## config.mk

```make
export PLATFORM = sky130hd
export DESIGN_NAME = multi_channel_timed_valve_control_top
export DESIGN_NICKNAME = d
export VERILOG_FILES = /design/src/sv/mctv_pkg.sv /design/src/sv/multi_channel_timed_valve_control_top.sv
export VERILOG_INCLUDE_DIRS = /design/src /design/src/sv
export SDC_FILE = /design/constraint.sdc
export NUM_CORES = 1
export LEC_CHECK = 0
export BUFFER_PORTS_ARGS = -buffer_cell sky130_fd_sc_hd__buf_2
export CAP_MARGIN = 20
export CORE_MARGIN = 3
export CORE_UTILIZATION = 35
export CTS_CLUSTER_DIAMETER = 30
export DETAILED_ROUTE_END_ITERATION = 6
export GPL_ROUTABILITY_DRIVEN = 1
export PLACE_DENSITY = 0.56
export SLEW_MARGIN = 20
export SYNTH_ARGS = -nofsm -noshare
export SYNTH_HDL_FRONTEND = slang
export SYNTH_SLANG_ARGS = --single-unit
```

## constraint.sdc

```tcl
create_clock -name clk -period 6.81 [get_ports clk]
set_input_delay 0.3405 -clock clk [delete_from_list [all_inputs] [get_ports clk]]
set_output_delay 0.3405 -clock clk [all_outputs]
set_load 0.02 [all_outputs]
```

## src/sv/assert_macros.svh

```systemverilog
// Assertion macros shared by the valve controller RTL.
// Needs a clock named clk and an active-low reset named arst_n in the including scope.
`ifndef ASSERT_MACROS_SVH
`define ASSERT_MACROS_SVH

// Checks a property on every rising clock edge outside reset.
`define CHK_ALWAYS(label, prop, msg) \
	label: assert property (@(posedge clk) disable iff (!arst_n) (prop)) else $error(msg);

// Checks that a condition implies a consequence in the same cycle.
`define CHK_SAME(label, ante, cons, msg) \
	`CHK_ALWAYS(label, (ante) |-> (cons), msg)

// Checks that a condition implies a consequence in the next cycle.
`define CHK_NEXT(label, ante, cons, msg) \
	`CHK_ALWAYS(label, (ante) |=> (cons), msg)

`endif

```

## src/sv/mctv_pkg.sv

```systemverilog
// Package for the multi-channel timed valve controller.
// Holds field widths, command and status codes, register indexes and reset values; no dependencies.
package mctv_pkg;

	localparam int TIME_W       = 32;
	localparam int FIELD_VALVES = 6;
	localparam int VALVE_W      = 3;
	localparam int CHAN_W       = 3;
	localparam int STATUS_W     = 3;
	localparam int CFG_INDEX_W  = 8;
	localparam int CFG_DATA_W   = 32;
	localparam int RELAY_MAP_W  = FIELD_VALVES * CHAN_W;
	localparam int NUM_VALVES_DEFAULT = 6;

	// Command codes of the input item.
	localparam logic CMD_OPEN = 1'b0;
	localparam logic CMD_TICK = 1'b1;

	// Result status codes.
	typedef enum logic [STATUS_W-1:0] {
		ST_OPENED       = 3'd0,
		ST_NOT_READY    = 3'd1,
		ST_NOT_ASSIGNED = 3'd2,
		ST_ALREADY_OPEN = 3'd3,
		ST_TICK_DONE    = 3'd4
	} status_t;

	// Configuration register indexes.
	localparam logic [CFG_INDEX_W-1:0] CFG_START_DELAY  = 8'd0;
	localparam logic [CFG_INDEX_W-1:0] CFG_MAX_DURATION = 8'd1;
	localparam logic [CFG_INDEX_W-1:0] CFG_PRESENT_MASK = 8'd2;
	localparam logic [CFG_INDEX_W-1:0] CFG_RELAY_MAP    = 8'd3;

	// Configuration reset values; the relay map sends valve v to channel v.
	localparam logic [TIME_W-1:0]       START_DELAY_RST  = 32'd0;
	localparam logic [TIME_W-1:0]       MAX_DURATION_RST = 32'd600000;
	localparam logic [FIELD_VALVES-1:0] PRESENT_RST      = 6'd0;
	localparam logic [RELAY_MAP_W-1:0]  RELAY_MAP_RST    = 18'd181896;

endpackage

```

## src/sv/multi_channel_timed_valve_control_top.sv

```systemverilog
// Top level of the multi-channel timed valve controller (one-shot timer per valve).
// Depends on mctv_pkg and on assert_macros.svh for its checks.
//
//   channel | direction | handshake            | payload
//   req     | in        | req_valid/req_stall  | cmd, valve, duration_ms
//   rsp     | out       | rsp_valid/rsp_stall  | status, was_clamped, open_mask,
//           |           |                      | closed_now, relay_drive
//   cfg     | in        | cfg_valid/cfg_ready  | cfg_index, cfg_data
//
// Each request transaction's result is in the response register
// on the next edge, and a new request is taken every cycle while responses drain.
// The per-valve deadline compares and the time increment sit between the state
// registers and the response register; that single stage sets the rate.
// Reset clears time, the ready flag, all open flags and the response valid, and loads
// the configuration reset values. A stalled response holds the request side off.
module multi_channel_timed_valve_control_top #(
	parameter int NUM_VALVES = mctv_pkg::NUM_VALVES_DEFAULT
) (
	input  logic                               clk,
	input  logic                               arst_n,
	// Request channel.
	input  logic                               req_valid,
	output logic                               req_stall,
	input  logic                               cmd,
	input  logic [mctv_pkg::VALVE_W-1:0]       valve,
	input  logic [mctv_pkg::TIME_W-1:0]        duration_ms,
	// Response channel.
	output logic                               rsp_valid,
	input  logic                               rsp_stall,
	output logic [mctv_pkg::STATUS_W-1:0]      status,
	output logic                               was_clamped,
	output logic [mctv_pkg::FIELD_VALVES-1:0]  open_mask,
	output logic [mctv_pkg::FIELD_VALVES-1:0]  closed_now,
	output logic [mctv_pkg::FIELD_VALVES-1:0]  relay_drive,
	// Configuration write channel.
	input  logic                               cfg_valid,
	output logic                               cfg_ready,
	input  logic [mctv_pkg::CFG_INDEX_W-1:0]   cfg_index,
	input  logic [mctv_pkg::CFG_DATA_W-1:0]    cfg_data
);
	import mctv_pkg::*;

`include "assert_macros.svh"

	// Valves at or above the field width can never be opened, so only the
	// valves that fit in the result fields get timer storage.
	localparam int NV_LIVE = (NUM_VALVES < FIELD_VALVES) ? NUM_VALVES : FIELD_VALVES;

	// Configuration registers.
	logic [TIME_W-1:0]       start_delay_q;
	logic [TIME_W-1:0]       max_duration_q;
	logic [FIELD_VALVES-1:0] present_q;
	logic [RELAY_MAP_W-1:0]  relay_map_q;

	// Timer state.
	logic [TIME_W-1:0]  time_q;
	logic               ready_q;
	logic [NV_LIVE-1:0] open_q;
	logic [TIME_W-1:0]  deadline_q [NV_LIVE];

	// Response register.
	logic                    rsp_valid_q;
	status_t                 status_q;
	logic                    clamped_q;
	logic [FIELD_VALVES-1:0] open_mask_q;
	logic [FIELD_VALVES-1:0] closed_q;
	logic [FIELD_VALVES-1:0] drive_q;

	// Next-state logic.
	logic               req_take;
	logic [TIME_W-1:0]  time_inc;
	logic [TIME_W-1:0]  diff;
	logic [TIME_W-1:0]  dur_eff;
	logic               dur_over;
	logic [NV_LIVE-1:0] sel;
	logic [NV_LIVE-1:0] expired;
	logic               hit_present;
	logic               hit_open;
	logic [NV_LIVE-1:0] open_next;
	logic [NV_LIVE-1:0] closed_next;
	logic [NV_LIVE-1:0] opening;
	logic               ready_next;
	status_t            status_next;
	logic               clamped_next;
	logic [FIELD_VALVES-1:0] drive_next;
	logic [CHAN_W-1:0]  chan;

	// The response register is free when empty or being taken this cycle.
	assign req_stall = rsp_valid_q && rsp_stall;
	assign req_take  = req_valid && !req_stall;
	assign cfg_ready = 1'b1;

	assign time_inc = time_q + 1'b1;
	assign dur_over = duration_ms > max_duration_q;
	assign dur_eff  = dur_over ? max_duration_q : duration_ms;

	always_comb begin
		diff        = '0;
		sel         = '0;
		expired     = '0;
		hit_present = 1'b0;
		hit_open    = 1'b0;
		for (int v = 0; v < NV_LIVE; v++) begin
			// A deadline has passed once time minus deadline is not negative.
			diff       = time_inc - deadline_q[v];
			expired[v] = open_q[v] && !diff[TIME_W-1];
			sel[v]     = (valve == VALVE_W'(v));
			if (sel[v] && present_q[v]) begin
				hit_present = 1'b1;
			end
			if (sel[v] && open_q[v]) begin
				hit_open = 1'b1;
			end
		end
	end

	always_comb begin
		open_next    = open_q;
		closed_next  = '0;
		opening      = '0;
		ready_next   = ready_q;
		clamped_next = 1'b0;
		status_next  = ST_TICK_DONE;
		if (cmd == CMD_TICK) begin
			if (time_inc >= start_delay_q) begin
				ready_next = 1'b1;
			end
			closed_next = expired;
			open_next   = open_q & ~expired;
		end else if (!ready_q) begin
			status_next = ST_NOT_READY;
		end else if (!hit_present) begin
			status_next = ST_NOT_ASSIGNED;
		end else if (hit_open) begin
			status_next = ST_ALREADY_OPEN;
		end else begin
			status_next  = ST_OPENED;
			clamped_next = dur_over;
			opening      = sel;
			open_next    = open_q | sel;
		end
	end

	// A relay channel is driven while any open valve maps to it; codes 6 and 7 drive nothing.
	always_comb begin
		drive_next = '0;
		chan       = '0;
		for (int v = 0; v < NV_LIVE; v++) begin
			chan = relay_map_q[v*CHAN_W +: CHAN_W];
			if (open_next[v] && (chan < CHAN_W'(FIELD_VALVES))) begin
				drive_next[chan] = 1'b1;
			end
		end
	end

	// Configuration writes; indexes past the list are dropped.
	always_ff @(posedge clk or negedge arst_n) begin
		if (!arst_n) begin
			start_delay_q  <= START_DELAY_RST;
			max_duration_q <= MAX_DURATION_RST;
			present_q      <= PRESENT_RST;
			relay_map_q    <= RELAY_MAP_RST;
		end else if (cfg_valid && cfg_ready) begin
			case (cfg_index)
				CFG_START_DELAY:  start_delay_q  <= cfg_data;
				CFG_MAX_DURATION: max_duration_q <= cfg_data;
				CFG_PRESENT_MASK: present_q      <= cfg_data[FIELD_VALVES-1:0];
				CFG_RELAY_MAP:    relay_map_q    <= cfg_data[RELAY_MAP_W-1:0];
				default: ;
			endcase
		end
	end

	// Timer control state.
	always_ff @(posedge clk or negedge arst_n) begin
		if (!arst_n) begin
			time_q  <= '0;
			ready_q <= 1'b0;
			open_q  <= '0;
		end else if (req_take) begin
			if (cmd == CMD_TICK) begin
				time_q <= time_inc;
			end
			ready_q <= ready_next;
			open_q  <= open_next;
		end
	end

	// Deadlines are only read while their valve is open, so they need no reset.
	always_ff @(posedge clk) begin
		for (int v = 0; v < NV_LIVE; v++) begin
			if (req_take && opening[v]) begin
				deadline_q[v] <= time_q + dur_eff;
			end
		end
	end

	always_ff @(posedge clk or negedge arst_n) begin
		if (!arst_n) begin
			rsp_valid_q <= 1'b0;
		end else if (req_take) begin
			rsp_valid_q <= 1'b1;
		end else if (!rsp_stall) begin
			rsp_valid_q <= 1'b0;
		end
	end

	always_ff @(posedge clk) begin
		if (req_take) begin
			status_q    <= status_next;
			clamped_q   <= clamped_next;
			open_mask_q <= FIELD_VALVES'(open_next);
			closed_q    <= FIELD_VALVES'(closed_next);
			drive_q     <= drive_next;
		end
	end

	assign rsp_valid   = rsp_valid_q;
	assign status      = status_q;
	assign was_clamped = clamped_q;
	assign open_mask   = open_mask_q;
	assign closed_now  = closed_q;
	assign relay_drive = drive_q;

	// The ready flag never clears once set.
	`CHK_NEXT(a_ready_sticky, ready_q, ready_q, "ready flag cleared")
	// Every accepted request leaves a response behind.
	`CHK_NEXT(a_req_gives_rsp, req_take, rsp_valid, "accepted request lost its response")
	// A valve closed by expiry is not reported open in the same response.
	`CHK_SAME(a_closed_not_open, rsp_valid, (closed_now & open_mask) == '0, "closed valve still open")
	// Only ticks close valves.
	`CHK_SAME(a_open_no_close, rsp_valid && status != ST_TICK_DONE, closed_now == '0, "close outside tick")

endmodule
```

Yosys cells after proc, flatten, opt, wreduce, memory -nomap -nowiden:

Memories as Yosys holds them, arrays and structs flattened.
Index checks and enable logic that the tools add are counted.

* bitwise gates (word level): 10
* reduce and logical (&&, ||, !) cells: 60
* order comparisons: 20
* multiplexer cells: 71
* equal/unequal tests: 9
* $add $sub $neg: 8

Operators by type and width (count)
* $mux 32: 6
* $sub 32x32->32: 6
* $reduce_or 32->1: 5
* $mux 6: 14
* $logic_and 1x1->1: 38
* $mux 1: 38
* $or 6x6->6: 6
* $add 32x1->32 const B: 1
* $add 32x32->32: 1
* $ge 32x32->1: 1
* $gt 32x32->1: 1
* $lt 3x4->1 const B: 6
* $demux 1 s3: 6
* $ge 3x1->1 const B: 6
* $lt 3x3->1 const B: 6
* $eq 8x2->1 const B: 2
* $mux 3: 5
* $reduce_and 2->1: 5
* $eq 8x1->1 const B: 1
* $logic_not 8->1: 1
* $logic_not 1->1: 7
* $and 6x6->6: 1
* $eq 3x2->1 const B: 2
* $eq 3x3->1 const B: 2
* 9 further kinds: 11

* logic and storage cells: 193
* memories: 1
* bits in writable memories: 192
* register bits after elaboration: 150
* bits of input ports: 81
* output and inout port bits: 25

Memories
* deadline_q: words 6, bits a word 32, rd ports 6, clocked after memory_dff 0, write ports 1, RTL line multi_channel_timed_valve_control_top.sv:59 `logic [TIME_W-1:0] deadline_q [NV_LIVE];`

Depth between registers and ports, before layout:

* depth after elaboration: 24
* depth in mapped cells: 22
* gate-level depth less buffers: 21

Worst setup path after synthesis:

OpenSTA, ideal clock, no wires.

* path kind: register -> register
* from: register max_duration_q[25]
* to: memory deadline_q[0][30] (data pin)
* cell stages (with the launch flop): 19
* arrival time: 4.859 ns
* setup time: 0.284 ns
* buffers on the path: 1
* setup slack: 1.667 ns
* cell sequence: dfrtp_1 > inv_1 > ha_1 > nand2_1 > or4_1 > or3_1 > o21bai_1 > o21ai_1 > buf_2 > mux2_2 > fa_1 > a211oi_1 > nor2_1 > o21ai_0 > o41ai_1 > o21a_1 > o211a_1 > a311oi_1 > xnor2_1

* word-level cells in the longest chain between the ends: 8

RTL lines
* start: declaration: RTL line multi_channel_timed_valve_control_top.sv:51 `logic [TIME_W-1:0] max_duration_q;`
* start signal: assignment: RTL line multi_channel_timed_valve_control_top.sv:166 `CFG_MAX_DURATION: max_duration_q <= cfg_data;`
* $gt 32x32->1: RTL line multi_channel_timed_valve_control_top.sv:94 `assign dur_over = duration_ms > max_duration_q;`
* $mux 32 *: RTL line multi_channel_timed_valve_control_top.sv:95 `assign dur_eff = dur_over ? max_duration_q : duration_ms;`
* $add 32x32->32 *: RTL line multi_channel_timed_valve_control_top.sv:193 `deadline_q[v] <= time_q + dur_eff;`
* $mux 32 (no source line) (4 in series)
* $mux 32 (no source line) *
* end: declaration: RTL line multi_channel_timed_valve_control_top.sv:59

Every way passes the cells marked *; elsewhere a longest branch is shown, timed or not.

Worst setup path after layout:

* from: register max_duration_q[25]
* to: memory deadline_q[1][30] (data pin)

Same word-level chain as after synthesis.

==> impl_metrics.tcl <==
set metrics [dict create \
    grt_util_met3_pct 3.87 \
    fmax_ghz 0.170 \
    whs_path_depth 3 \
    crit_path_max_incr_delay_ns 0.58 \
    antenna_found_initial 3 \
    met2_usage_pct 29.1 \
    yosysWarnings 0 \
    nets 2472 \
    clkTransAtPathRegs_ns 0.05 \
    synth_area_sq_um 20600 \
    final_common_cell "ha_1" \
    finalClockSkew_ns 0.0233 \
    regToRegStartpoint "max_duration_q[25]" \
    maxCapViolations 0 \
    synth_compound_area_share_pct 10.7 \
    pin_count 106 \
    numCtsBuffers 79 \
    leakage_nw 11.8 \
    p_total_mw 7.29 \
    synth_top_cell_area_share_pct 31.2 \
    async_reset_ff_share_pct 37.4 \
    cts_hold_buf 13 \
    synth_top_area_cell "edfxtp_1" \
    via_per_inst 5.09 \
    cts_resized 0 \
    clk_latency_ns 0.59 \
    first_iter_violations 844 \
    synth_edf_count 214 \
    crit_chain "inv_1 > ha_1 > nand2_1 > or4_1 > or3_1 > o32a_1 > o31ai_1 > o21ai_4 > nand2_1 > o21ai_0 > ha_1 > fa_1 > a211oi_1 > nor2_1 > o21ai_0 > o41ai_1 > o21a_1 > o211a_1 > a311oi_1 > xnor2_1" \
    worstMarginPinSlew_ns 1.07 \
    post_cts_buffers 0 \
    grtUsageTotal_pct 17.8 \
    row_count 88 \
    synth_simple_gate_area_share_pct 10.4 \
    synth_top_family_by_area "adder cells" \
    layout_setup_ws_ns 0.938 \
    r2r_cells 20 \
    pre_cts_slack_ns 0.895 \
    routedWlPerCell_um 18.7 \
    use_met1_pct 23.9 \
    synth_xor_area_share_pct 4.56 \
    drive_above_1_share_pct 19.0 \
    grt_max_degree 77 \
    holdPathEnd "start_delay_q[6]" \
    yosysSeqAreaShare_pct 46.9 \
    crit_slowest_cell "o21ai_0" \
    synth_fa_ha_area_share_pct 16.9 \
    worstPathRequired_ns 7.15 \
    htreeDepth 3 \
    vdd_drop_max_v 0.000257 \
    netlist_instances 1900 \
    cts_sinks 342 \
    period_minus_slack_ns 5.87 \
    setup_violations 0 \
    cts-root-buf "clkbuf_16" \
    status "finished clean" \
    crit_start "max_duration_q[25]" \
    ys_ff_latch 342 \
    yosys_most_used_dff "edfxtp_1" \
    die_height_um 248 \
    area_growth_pct 22.9 \
    hold_viol_final 0 \
    cts_buffer_depth 3 \
    antenna_left 0 \
    drc 0 \
    arrival_ns 6.22 \
    path_buf_inv 1 \
    rrSetupSlack_ns 0.94 \
    initial_core_util_pct 35.5 \
    coreArea_sq_um 57900 \
    crit_family "compound AO/OA/AOI/OAI gates" \
    p_per_area_nw_per_um2 288 \
    crit_path_end_kind "register" \
    die_area_sq_um 61700 \
    busiest_layer "met2" \
    r2r-end "deadline_q[1][30]" \
    worstHoldStart "cfg_data[6]" \
    grt_pass1_vias 14907 \
    first_pass_iters 5 \
    cp-start-kind "register" \
    cts_tree "built" \
    final_cell_mix "276 x ha_1, 270 x inv_1, 214 x edfxtp_1" \
    synth_area_leaders "edfxtp_1 31%, ha_1 17%, dfrtp_1 14%" \
    synth_cell_type_count 76 \
    rsz0062_at_grt "no" \
    dp_hpwl_um 41500 \
    grt_overflow_total 0 \
    grt_pass1_wl_um 86000 \
    hp-class "in -> reg" \
    synth_nets 2258 \
    min_period_over_period_pct 86.2 \
    tns_ns 0 \
    critPathMaxFanout 19 \
    synth.area.mux_share_pct 4.92 \
    io_buffers 104 \
    die_w_um 248 \
    place_congestion 0.867 \
    critical_path_class "reg -> reg" \
    syn-mean-instance-area_sq_um 10.8 \
    wirelength_um 55200 \
    maxSlewHeadroom_pct 27.9 \
    slew_violations 0 \
    vias 14999 \
]
-- stage by stage --
step	util (%)	hold WS (ns)	cells	instance area (sq um)
2_1_floorplan	-	0.0449	1900	20600
3_3_place_gp	38.6	0.419	2785	22300
3_5_place_dp	38.6	0.429	2785	22300
4_1_cts	43.7	0.000498	2945	25300
5_1_grt	43.7	0.00227	2945	25300
6_report	43.7	0.0344	2946	25300
-- power breakdown --
part	switching, mW	internal, mW
Combinational	0.563	0.355
Clock	1.21	2.76
Sequential	0.0680	2.34
-- synthesized netlist by cell type, types with 11 or more instances --
cell,n
xnor2_1,60
o21ai_0,79
edfxtp_1,214
nor3_1,20
xor2_1,37
nor2_1,76
ha_1,276
inv_1,270
nand3_1,40
nand2_1,160
nor4_1,13
nand4_1,47
clkbuf_1,21
a21o_1,33
a31oi_1,19
dfrtp_1,113
a211oi_1,16
and4_1,11
and3_1,12
o21a_1,14
a21oi_1,122
mux2_2,88
a221oi_1,13
nand2b_1,14
dfstp_2,15
-- sequential cells by signal, summed over array words and instances (netlist names), 18 cells and up --
register        flops
deadline_q        192
max_duration_q     32
relay_map_q        18
start_delay_q      32
time_q             32
-- worst reg2reg max path, stage by stage (launching register included) --
cell,delay [ns]
dfrtp_1,0.35
inv_1,0.05
ha_1,0.29
nand2_1,0.08
or4_1,0.57
or3_1,0.41
o32a_1,0.36
o31ai_1,0.12
o21ai_4,0.28
nand2_1,0.13
o21ai_0,0.10
ha_1,0.24
fa_1,0.42
a211oi_1,0.25
nor2_1,0.11
o21ai_0,0.59
o41ai_1,0.15
o21a_1,0.24
o211a_1,0.28
a311oi_1,0.35
xnor2_1,0.27
-- kinds of logic (layout without fill, tap and decap cells) --
family                   Yosys count  count (layout)
flip-flops                       342             342
AND/OR/NAND/NOR                  431             431
buffers and inverters            302             582
multiplexers                      90              90
AO/OA/AOI/OAI                    356             356
adder cells (fa/ha/maj)          277             277
other                              1               2
XOR/XNOR                         101             101
-- worst max path at each step --
stage | endpoint | slack, ns | cells after the start
after floorplan | deadline_q[0][30] | 1.67 | 18
after global placement | deadline_q[5][26] | 0.98 | 21
after detailed placement | deadline_q[2][27] | 0.90 | 19
after CTS | deadline_q[0][27] | 0.96 | 19
after global routing | deadline_q[0][31] | 0.48 | 19
final | deadline_q[1][30] | 0.94 | 20
-- final cells by class --
cell class | count | area (sq um)
Antenna cell | 1 | 2.50
Clock buffer | 94 | 2170
Clock inverter | 53 | 656
Fill cell | 5543 | 32600
Multi-Input combinational cell | 1256 | 9830
Timing Repair Buffer | 164 | 1010
Tap cell | 765 | 957
Sequential cell | 342 | 9650
Inverter | 271 | 1020
-- per-layer routing --
layer	part of all wire, %	up-vias
met1	46	7289
li1	-	7298
met2	48	314
met4	2.2	0
met3	4.4	98
met5	0	-
No activity file was read; power rests on OpenSTA's default activity.
